`config.mk`:
```
export PLATFORM = sky130hd
export DESIGN_NAME = flow_slot_allocator_with_generations
export DESIGN_NICKNAME = d
export VERILOG_FILES = /design/src/design/fsa_pkg.sv /design/src/design/fsa_ram.sv /design/src/design/fsa_ctrl.sv /design/src/design/fsa_datapath.sv /design/src/design/flow_slot_allocator_with_generations.sv
export SDC_FILE = /design/constraint.sdc
export NUM_CORES = 2
export LEC_CHECK = 0
export ABC_AREA = 1
export BUFFER_PORTS_ARGS = -buffer_cell sky130_fd_sc_hd__buf_2
export CORE_ASPECT_RATIO = 1.4
export CORE_MARGIN = 4
export CORE_UTILIZATION = 55
export CTS_CLUSTER_DIAMETER = 150
export DETAILED_ROUTE_END_ITERATION = 8
export PLACE_DENSITY = 0.68
export SYNTH_ARGS = -nofsm -noshare
export SYNTH_HDL_FRONTEND = slang
export SYNTH_SLANG_ARGS = --single-unit
```
`constraint.sdc`:
```
create_clock -name clk_i -period 8.3 [get_ports clk_i]
set_input_delay 1.66 -clock clk_i [delete_from_list [all_inputs] [get_ports clk_i]]
set_output_delay 1.66 -clock clk_i [all_outputs]
set_load 0.02 [all_outputs]
```
`src/design/fsa_pkg.sv`:
```
package fsa_pkg;

  localparam int NUM_SLOTS = 32;
  localparam int SLOT_W    = $clog2(NUM_SLOTS);
  localparam int CNT_W     = $clog2(NUM_SLOTS + 1);
  localparam int IDX_W     = 5;
  localparam int GEN_W     = 20;
  localparam int DGEN_W    = 32;
  localparam int STAT_W    = 2;

  localparam logic [GEN_W-1:0] GEN_LIMIT_RST = 20'hFFFFF;

  localparam logic [STAT_W-1:0] ST_OK       = 2'd0;
  localparam logic [STAT_W-1:0] ST_NO_SLOT  = 2'd1;
  localparam logic [STAT_W-1:0] ST_BAD_FREE = 2'd2;

  localparam logic KIND_ALLOC = 1'b0;
  localparam logic KIND_FREE  = 1'b1;

  // controller -> datapath
  typedef struct packed {
    logic load;    // capture request beat, issue table reads
    logic commit;  // update state, write result register
  } fsa_cmd_t;

  // datapath -> controller
  typedef struct packed {
    logic out_busy;  // result register holds an untaken beat
  } fsa_sts_t;

endpackage

```
`src/design/fsa_ram.sv`:
```
module fsa_ram #(
  parameter int WIDTH = 8,
  parameter int DEPTH = 32
) (
  input  logic                     clk_i,
  input  logic                     we_i,
  input  logic [$clog2(DEPTH)-1:0] waddr_i,
  input  logic [WIDTH-1:0]         wdata_i,
  input  logic                     re_i,
  input  logic [$clog2(DEPTH)-1:0] raddr_i,
  output logic [WIDTH-1:0]         rdata_o
);

  logic [WIDTH-1:0] mem_q [DEPTH];
  logic [WIDTH-1:0] rdata_q;

  always_ff @(posedge clk_i) begin
    if (we_i) begin
      mem_q[waddr_i] <= wdata_i;
    end
    if (re_i) begin
      rdata_q <= mem_q[raddr_i];
    end
  end

  assign rdata_o = rdata_q;

endmodule

```
`src/design/fsa_ctrl.sv`:
```
module fsa_ctrl import fsa_pkg::*; (
  input  logic     clk_i,
  input  logic     rst_ni,
  input  logic     req_valid_i,
  output logic     req_ready_o,
  input  logic     res_ready_i,
  input  fsa_sts_t sts_i,
  output fsa_cmd_t cmd_o
);

  localparam logic ST_IDLE = 1'b0;
  localparam logic ST_EXEC = 1'b1;

  logic state_q, state_d;

  assign req_ready_o = (state_q == ST_IDLE);

  always_comb begin
    state_d     = state_q;
    cmd_o       = '0;
    unique case (state_q)
      ST_IDLE: begin
        if (req_valid_i) begin
          cmd_o.load = 1'b1;
          state_d    = ST_EXEC;
        end
      end
      ST_EXEC: begin
        // finish once the result register is free or drains this cycle
        if (!sts_i.out_busy || res_ready_i) begin
          cmd_o.commit = 1'b1;
          state_d      = ST_IDLE;
        end
      end
      default: state_d = ST_IDLE;
    endcase
  end

  always_ff @(posedge clk_i or negedge rst_ni) begin
    if (!rst_ni) begin
      state_q <= ST_IDLE;
    end else begin
      state_q <= state_d;
    end
  end

endmodule

```
`src/design/fsa_datapath.sv`:
```
module fsa_datapath import fsa_pkg::*; (
  input  logic              clk_i,
  input  logic              rst_ni,
  input  fsa_cmd_t          cmd_i,
  output fsa_sts_t          sts_o,
  input  logic              req_kind_i,
  input  logic [IDX_W-1:0]  req_idx_i,
  input  logic              req_used_i,
  input  logic              cfg_we_i,
  input  logic [GEN_W-1:0]  cfg_data_i,
  output logic              res_valid_o,
  input  logic              res_ready_i,
  output logic [STAT_W-1:0] res_status_o,
  output logic [IDX_W-1:0]  res_slot_o,
  output logic [GEN_W-1:0]  res_fgen_o,
  output logic [DGEN_W-1:0] res_dgen_o,
  output logic              res_reopened_o,
  output logic [CNT_W-1:0]  res_in_use_o
);

  logic [GEN_W-1:0]     limit_q;
  logic [CNT_W-1:0]     head_q, head_d;
  logic [CNT_W-1:0]     in_use_q, in_use_d;
  logic [NUM_SLOTS-1:0] alloc_q, alloc_d;
  logic [NUM_SLOTS-1:0] written_q, written_d;

  logic              op_kind_q;
  logic              op_used_q;
  logic              op_ok_q;
  logic [SLOT_W-1:0] op_addr_q;

  logic [SLOT_W-1:0] rd_addr;
  logic              rd_ok;
  logic              idx_in_range;

  logic [CNT_W-1:0]  link_rd, link_eff;
  logic [GEN_W-1:0]  gen_rd, gen_eff, gen_inc, gen_new;
  logic [DGEN_W-1:0] dgen_rd, dgen_eff, dgen_new;
  logic [GEN_W-1:0]  gen_sum;
  logic              tbl_we;

  logic              out_valid_q;
  logic [STAT_W-1:0] status_d, status_q;
  logic [IDX_W-1:0]  slot_d, slot_q;
  logic [GEN_W-1:0]  fgen_d, fgen_q;
  logic [DGEN_W-1:0] dgen_d, dgen_q;
  logic              reopen_d, reopen_q;

  // request decode at accept
  assign idx_in_range = ({{(32-IDX_W){1'b0}}, req_idx_i} < NUM_SLOTS);
  assign rd_addr = (req_kind_i == KIND_FREE) ? req_idx_i[SLOT_W-1:0] : head_q[SLOT_W-1:0];
  assign rd_ok   = (req_kind_i == KIND_FREE) ? (idx_in_range && alloc_q[rd_addr])
                                             : (in_use_q != CNT_W'(NUM_SLOTS));

  // untouched entries read as their reset contents
  assign link_eff = written_q[op_addr_q] ? link_rd : CNT_W'(op_addr_q) + CNT_W'(1);
  assign gen_eff  = written_q[op_addr_q] ? gen_rd  : '0;
  assign dgen_eff = written_q[op_addr_q] ? dgen_rd : DGEN_W'(op_addr_q);

  assign gen_sum  = gen_eff + GEN_W'(1);
  assign gen_inc  = (gen_sum >= limit_q) ? '0 : gen_sum;
  assign gen_new  = op_used_q ? gen_inc : gen_eff;
  assign dgen_new = op_used_q ? dgen_eff + DGEN_W'(1) : dgen_eff;

  assign tbl_we = cmd_i.commit && op_ok_q && (op_kind_q == KIND_FREE);

  fsa_ram #(.WIDTH(CNT_W), .DEPTH(NUM_SLOTS)) u_link_ram (
    .clk_i  (clk_i),
    .we_i   (tbl_we),
    .waddr_i(op_addr_q),
    .wdata_i(head_q),
    .re_i   (cmd_i.load),
    .raddr_i(rd_addr),
    .rdata_o(link_rd)
  );

  fsa_ram #(.WIDTH(GEN_W), .DEPTH(NUM_SLOTS)) u_gen_ram (
    .clk_i  (clk_i),
    .we_i   (tbl_we),
    .waddr_i(op_addr_q),
    .wdata_i(gen_new),
    .re_i   (cmd_i.load),
    .raddr_i(rd_addr),
    .rdata_o(gen_rd)
  );

  fsa_ram #(.WIDTH(DGEN_W), .DEPTH(NUM_SLOTS)) u_dgen_ram (
    .clk_i  (clk_i),
    .we_i   (tbl_we),
    .waddr_i(op_addr_q),
    .wdata_i(dgen_new),
    .re_i   (cmd_i.load),
    .raddr_i(rd_addr),
    .rdata_o(dgen_rd)
  );

  // commit: list update and result
  always_comb begin
    head_d    = head_q;
    in_use_d  = in_use_q;
    alloc_d   = alloc_q;
    written_d = written_q;
    status_d  = ST_OK;
    slot_d    = '0;
    fgen_d    = '0;
    dgen_d    = '0;
    reopen_d  = 1'b0;
    if (!op_ok_q) begin
      status_d = (op_kind_q == KIND_FREE) ? ST_BAD_FREE : ST_NO_SLOT;
    end else if (op_kind_q == KIND_ALLOC) begin
      head_d             = link_eff;
      in_use_d           = in_use_q + CNT_W'(1);
      alloc_d[op_addr_q] = 1'b1;
      slot_d             = IDX_W'(op_addr_q);
      fgen_d             = gen_eff;
      dgen_d             = dgen_eff;
    end else begin
      head_d               = CNT_W'(op_addr_q);
      in_use_d             = in_use_q - CNT_W'(1);
      alloc_d[op_addr_q]   = 1'b0;
      written_d[op_addr_q] = 1'b1;
      reopen_d             = (in_use_q == CNT_W'(NUM_SLOTS));
    end
  end

  always_ff @(posedge clk_i or negedge rst_ni) begin
    if (!rst_ni) begin
      limit_q     <= GEN_LIMIT_RST;
      head_q      <= '0;
      in_use_q    <= '0;
      alloc_q     <= '0;
      written_q   <= '0;
      out_valid_q <= 1'b0;
    end else begin
      if (cfg_we_i) begin
        limit_q <= cfg_data_i;
      end
      if (cmd_i.commit) begin
        head_q      <= head_d;
        in_use_q    <= in_use_d;
        alloc_q     <= alloc_d;
        written_q   <= written_d;
        out_valid_q <= 1'b1;
      end else if (res_ready_i) begin
        out_valid_q <= 1'b0;
      end
    end
  end

  always_ff @(posedge clk_i) begin
    if (cmd_i.load) begin
      op_kind_q <= req_kind_i;
      op_used_q <= req_used_i;
      op_ok_q   <= rd_ok;
      op_addr_q <= rd_addr;
    end
    if (cmd_i.commit) begin
      status_q <= status_d;
      slot_q   <= slot_d;
      fgen_q   <= fgen_d;
      dgen_q   <= dgen_d;
      reopen_q <= reopen_d;
    end
  end

  assign sts_o.out_busy = out_valid_q;
  assign res_valid_o    = out_valid_q;
  assign res_status_o   = status_q;
  assign res_slot_o     = slot_q;
  assign res_fgen_o     = fgen_q;
  assign res_dgen_o     = dgen_q;
  assign res_reopened_o = reopen_q;
  assign res_in_use_o   = in_use_q;

endmodule

```
`src/design/flow_slot_allocator_with_generations.sv`:
```
// Flow slot allocator: LIFO free list of flow slots with per-slot flow and
// descriptor generations.
// Request channel (s_axis): tuser is the kind (allocate or free), tdata the
// slot to free and its was-used flag. Every request beat yields exactly one
// result beat on m_axis: tuser is the status, tdata the granted slot, its
// generations, the pool-reopened flag and the number of slots in use.
// cfg: a write beat sets the generation limit; write it only while idle.
// Timing: a request is taken in the idle state, where the tables are read (one
// registered read per table); the exec state then commits the list update and
// loads the result register once that register is free or drains. Result valid
// rises after the commit; no new request is taken before the last one commits.
// Stall: the result register holds its beat while m_axis_tready is low. The
// next request is still taken; it is held in the commit step until the
// result register drains.
// Reset: the list comes up with every slot free, head at slot 0, all flow
// generations zero and each descriptor generation equal to its slot index.
// Untouched table entries are supplied by per-slot written bits, so no
// clearing pass is needed; the block is ready right after reset.
module flow_slot_allocator_with_generations import fsa_pkg::*; (
  input  logic        clk_i,
  input  logic        rst_ni,
  // request beats
  input  logic        s_axis_tvalid,
  output logic        s_axis_tready,
  input  logic [7:0]  s_axis_tdata,   // [4:0] slot_index, [5] was_used, [7:6] zero
  input  logic        s_axis_tuser,   // [0] kind
  // result beats
  output logic        m_axis_tvalid,
  input  logic        m_axis_tready,
  output logic [63:0] m_axis_tdata,   // [4:0] granted_slot, [24:5] flow_generation,
                                      // [56:25] descriptor_generation,
                                      // [57] pool_reopened, [63:58] slots_in_use
  output logic [1:0]  m_axis_tuser,   // [1:0] status
  // generation limit write
  input  logic        cfg_valid_i,
  output logic        cfg_ready_o,
  input  logic [19:0] cfg_data_i
);

  fsa_cmd_t cmd;
  fsa_sts_t sts;

  logic [STAT_W-1:0] res_status;
  logic [IDX_W-1:0]  res_slot;
  logic [GEN_W-1:0]  res_fgen;
  logic [DGEN_W-1:0] res_dgen;
  logic              res_reopened;
  logic [CNT_W-1:0]  res_in_use;

  // register write is always accepted
  assign cfg_ready_o = 1'b1;

  fsa_ctrl u_ctrl (
    .clk_i      (clk_i),
    .rst_ni     (rst_ni),
    .req_valid_i(s_axis_tvalid),
    .req_ready_o(s_axis_tready),
    .res_ready_i(m_axis_tready),
    .sts_i      (sts),
    .cmd_o      (cmd)
  );

  fsa_datapath u_dp (
    .clk_i         (clk_i),
    .rst_ni        (rst_ni),
    .cmd_i         (cmd),
    .sts_o         (sts),
    .req_kind_i    (s_axis_tuser),
    .req_idx_i     (s_axis_tdata[4:0]),
    .req_used_i    (s_axis_tdata[5]),
    .cfg_we_i      (cfg_valid_i),
    .cfg_data_i    (cfg_data_i),
    .res_valid_o   (m_axis_tvalid),
    .res_ready_i   (m_axis_tready),
    .res_status_o  (res_status),
    .res_slot_o    (res_slot),
    .res_fgen_o    (res_fgen),
    .res_dgen_o    (res_dgen),
    .res_reopened_o(res_reopened),
    .res_in_use_o  (res_in_use)
  );

  assign m_axis_tuser = res_status;
  assign m_axis_tdata = {res_in_use, res_reopened, res_dgen, res_fgen, res_slot};

endmodule
```
==> reports/metrics.cfg <==
[route]
via_per_inst=6.57
vias=54600
dr.first_iter.drc_count=7728
drc_errors=0
routed_wl_um=238000
wl_per_cell_um=28.6
ant_nets=0
drtPass1Iterations=6

[sta]
worst_pin_slew_ns=1.39
hold_ws_ns=0.462
setup_slack_ns=1.14
fin_crit_ns=7.16
fmaxAchievable_ghz=0.140
final-setup-viol-count=0
hold_violations=0
slew_viol_final=0
finalSetupTns_ns=0
skew_ns=0.0296
max_slew_margin=0.0757
rsz0062_at_grt=false
fin_crit_sh=0.863

[yosys]
ys_ff_latch=2046
syn_area_um2=81700
ys_types=48
yosysTopAreaCellShare=0.716
synth-edff-count=1949
synth_ff_type=edfxtp_1
synth_area_leader_cell=edfxtp_1
seq_area_frac_synth=0.746
ys_warn_count=0
syn_nets=6306
syn_inst=6241
synth_area_per_cell_um2=13.1
ys_async_sr_fraction=0.0474
synth_area_leaders=edfxtp_1 (72%), o21ai_0 (6.5%), nor2_1 (5.2%)

[floorplanning]
num_rows=167
die_y_um=464
ioPinCount=103
die-area_um2=155000
initial_core_util=0.553
core_area_um2=148000
die_w_um=334

[finish]
drive_above_1_share=0.0979
fin_util=0.614
instances_no_fill=8311
final_cell_mix=edfxtp_1 (1949), nor2_1 (1096), o21ai_0 (1047)
post-route-cell-area_um2=90700
mostFrequentLayoutCell=edfxtp_1
synthToLayoutAreaGrowth_pct=11.0
nets=6287

[global_route]
grt.busiest_layer=met2
met3_usage=0.0551
grt_antenna_before_repair=5
grtUsageMet1=0.408
use_met2=0.484
grt_pass1_vias=52000
gr-total-overflow=0
grt_pass1_wl_um=344000
grt_max_degree=184
grt_util_all_layers=0.300

[placed_design]
dp_slack_ns=1.29
post-place-cells=7985
placed_cell_area_um2=85000
io_buffers=99
hpwl_um=122000
gp_congestion=0.908

[pwr]
p_per_area_nw_per_um2=314
clkPwrFrac=0.288
seqPwrFrac=0.475
switching_share=0.325
p_total_mw=28.4
p_leak_nw=29.7
combPwrFrac=0.237
p_sw_mw=9.25
intPower_mw=19.2
irDropWorstVdd_v=0.000276

[cts]
clock_sinks=2046
root_buffer=clkbuf_16
clock_path_buffers=3
post_cts_buffers=0
cts_tree=yes
cts_resized=0
cts_max_level=4
numCtsBuffers=178
hold_buffers=0
path_clk_slew_ns=0.07
clk_latency_ns=0.84

[setup_path]
cp_common_cell=nand2_1
cp_slowest_cell=edfxtp_1
arrival_ns=7.63
endpoint_kind=register
crit_start=u_dp.op_addr_q[0]
start_kind=register
max_stage_delay_ns=0.92
crit_required_ns=8.77
crit_type=reg2reg
rr_startpoint=u_dp.op_addr_q[0]
critPathMaxFanout=41

[hold_path]
worstHoldStart=u_dp.written_q[11]
hold_class=reg2reg

[job]
drv_cap=0

[status]
status=complete, no violations

path summary, 6_finish.rpt:
| path | to | slack (ns) | cells past startpoint |
|---|---|---|---|
| setup reg to reg | u_dp.u_gen_ram.mem_q[26][17] | 1.14 | 29 |
| min in group asynchronous | async pin | 0.87 | 1 |
| max in group asynchronous | u_dp.res_in_use_o[3] | 6.33 | 2 |
| hold reg to reg | u_dp.written_q[11] | 0.46 | 2 |
| hold / removal | u_dp.written_q[11] | 0.46 | 2 |
| setup / recovery | u_dp.u_gen_ram.mem_q[26][17] | 1.14 | 29 |
kinds of logic after synthesis:
family	share of synthesized area
adders and majority gates	0.00484
muxes	0.000138
and+or+nand+nor	0.0871
DFF	0.746
buffers and inverters	0.0294
xor gates and xnor gates	0.00322
AOI/OAI and AO/OA	0.129
other	0.0000459
registers in the layout (all words and copies together), names as in the netlist, 20 cells and up, named ones only:
name / cells
u_dp.res_dgen_o: 32
u_dp.u_gen_ram.mem_q: 640
u_dp.u_dgen_ram.rdata_o: 32
u_dp.u_gen_ram.rdata_o: 20
u_dp.u_link_ram.mem_q: 160
u_dp.res_fgen_o: 20
u_dp.u_dgen_ram.mem_q: 1024
u_dp.limit_q: 20
u_dp.written_q: 32
cell usage after synthesis, drive strengths merged, types with 16 or more instances:
cell type and instances:
edfxtp 1949, nor2 1140, o21ai 1066, clkbuf 399, nand2 361, o221ai 343, nand3 197, inv 179
o22ai 117, a31oi 93, o211ai 81, dfrtp 77, a21oi 52, buf 39, ha 30, nor3 26
xor2 24, dfstp 20, nand4 16
metal layers:
metal / wire length, um / part of all wire
met1: 89400 / 0.38
met2: 114000 / 0.48
met3: 24700 / 0.10
met4: 10000 / 0.042
met5: 29 / 0.00012
power by group through the flow:
stage / logic (mW) / clock network [mW] / registers [mW]
after floorplan: 3.93 / 0 / 13.7
after global placement: 6.43 / 0 / 13.7
after detailed placement: 6.60 / 0 / 13.7
after CTS: 6.63 / 8.26 / 13.5
after global routing: 7.25 / 8.67 / 13.6
final: 6.74 / 8.19 / 13.5
layout make-up:
cell class / instances / area (um^2)
antenna: 3 / 7.51
clock buffer: 225 / 4700
clock inverter: 98 / 1020
fill: 10900 / 57000
inverter: 180 / 704
multi-input combinational: 3577 / 18800
sequential: 2046 / 61000
tap: 1943 / 2430
timing repair buffer: 239 / 2070
critical path, delay by kind of cell, from the launching register on:
kind                     cells  cell delay, ns
AO/OA/AOI/OAI                2            0.19
buffers and inverters        6            1.40
flip-flops                   1            0.92
adder cells (fa/ha/maj)      2            0.54
AND/OR/NAND/NOR             19            3.67
(Power assumes the default switching activity.)
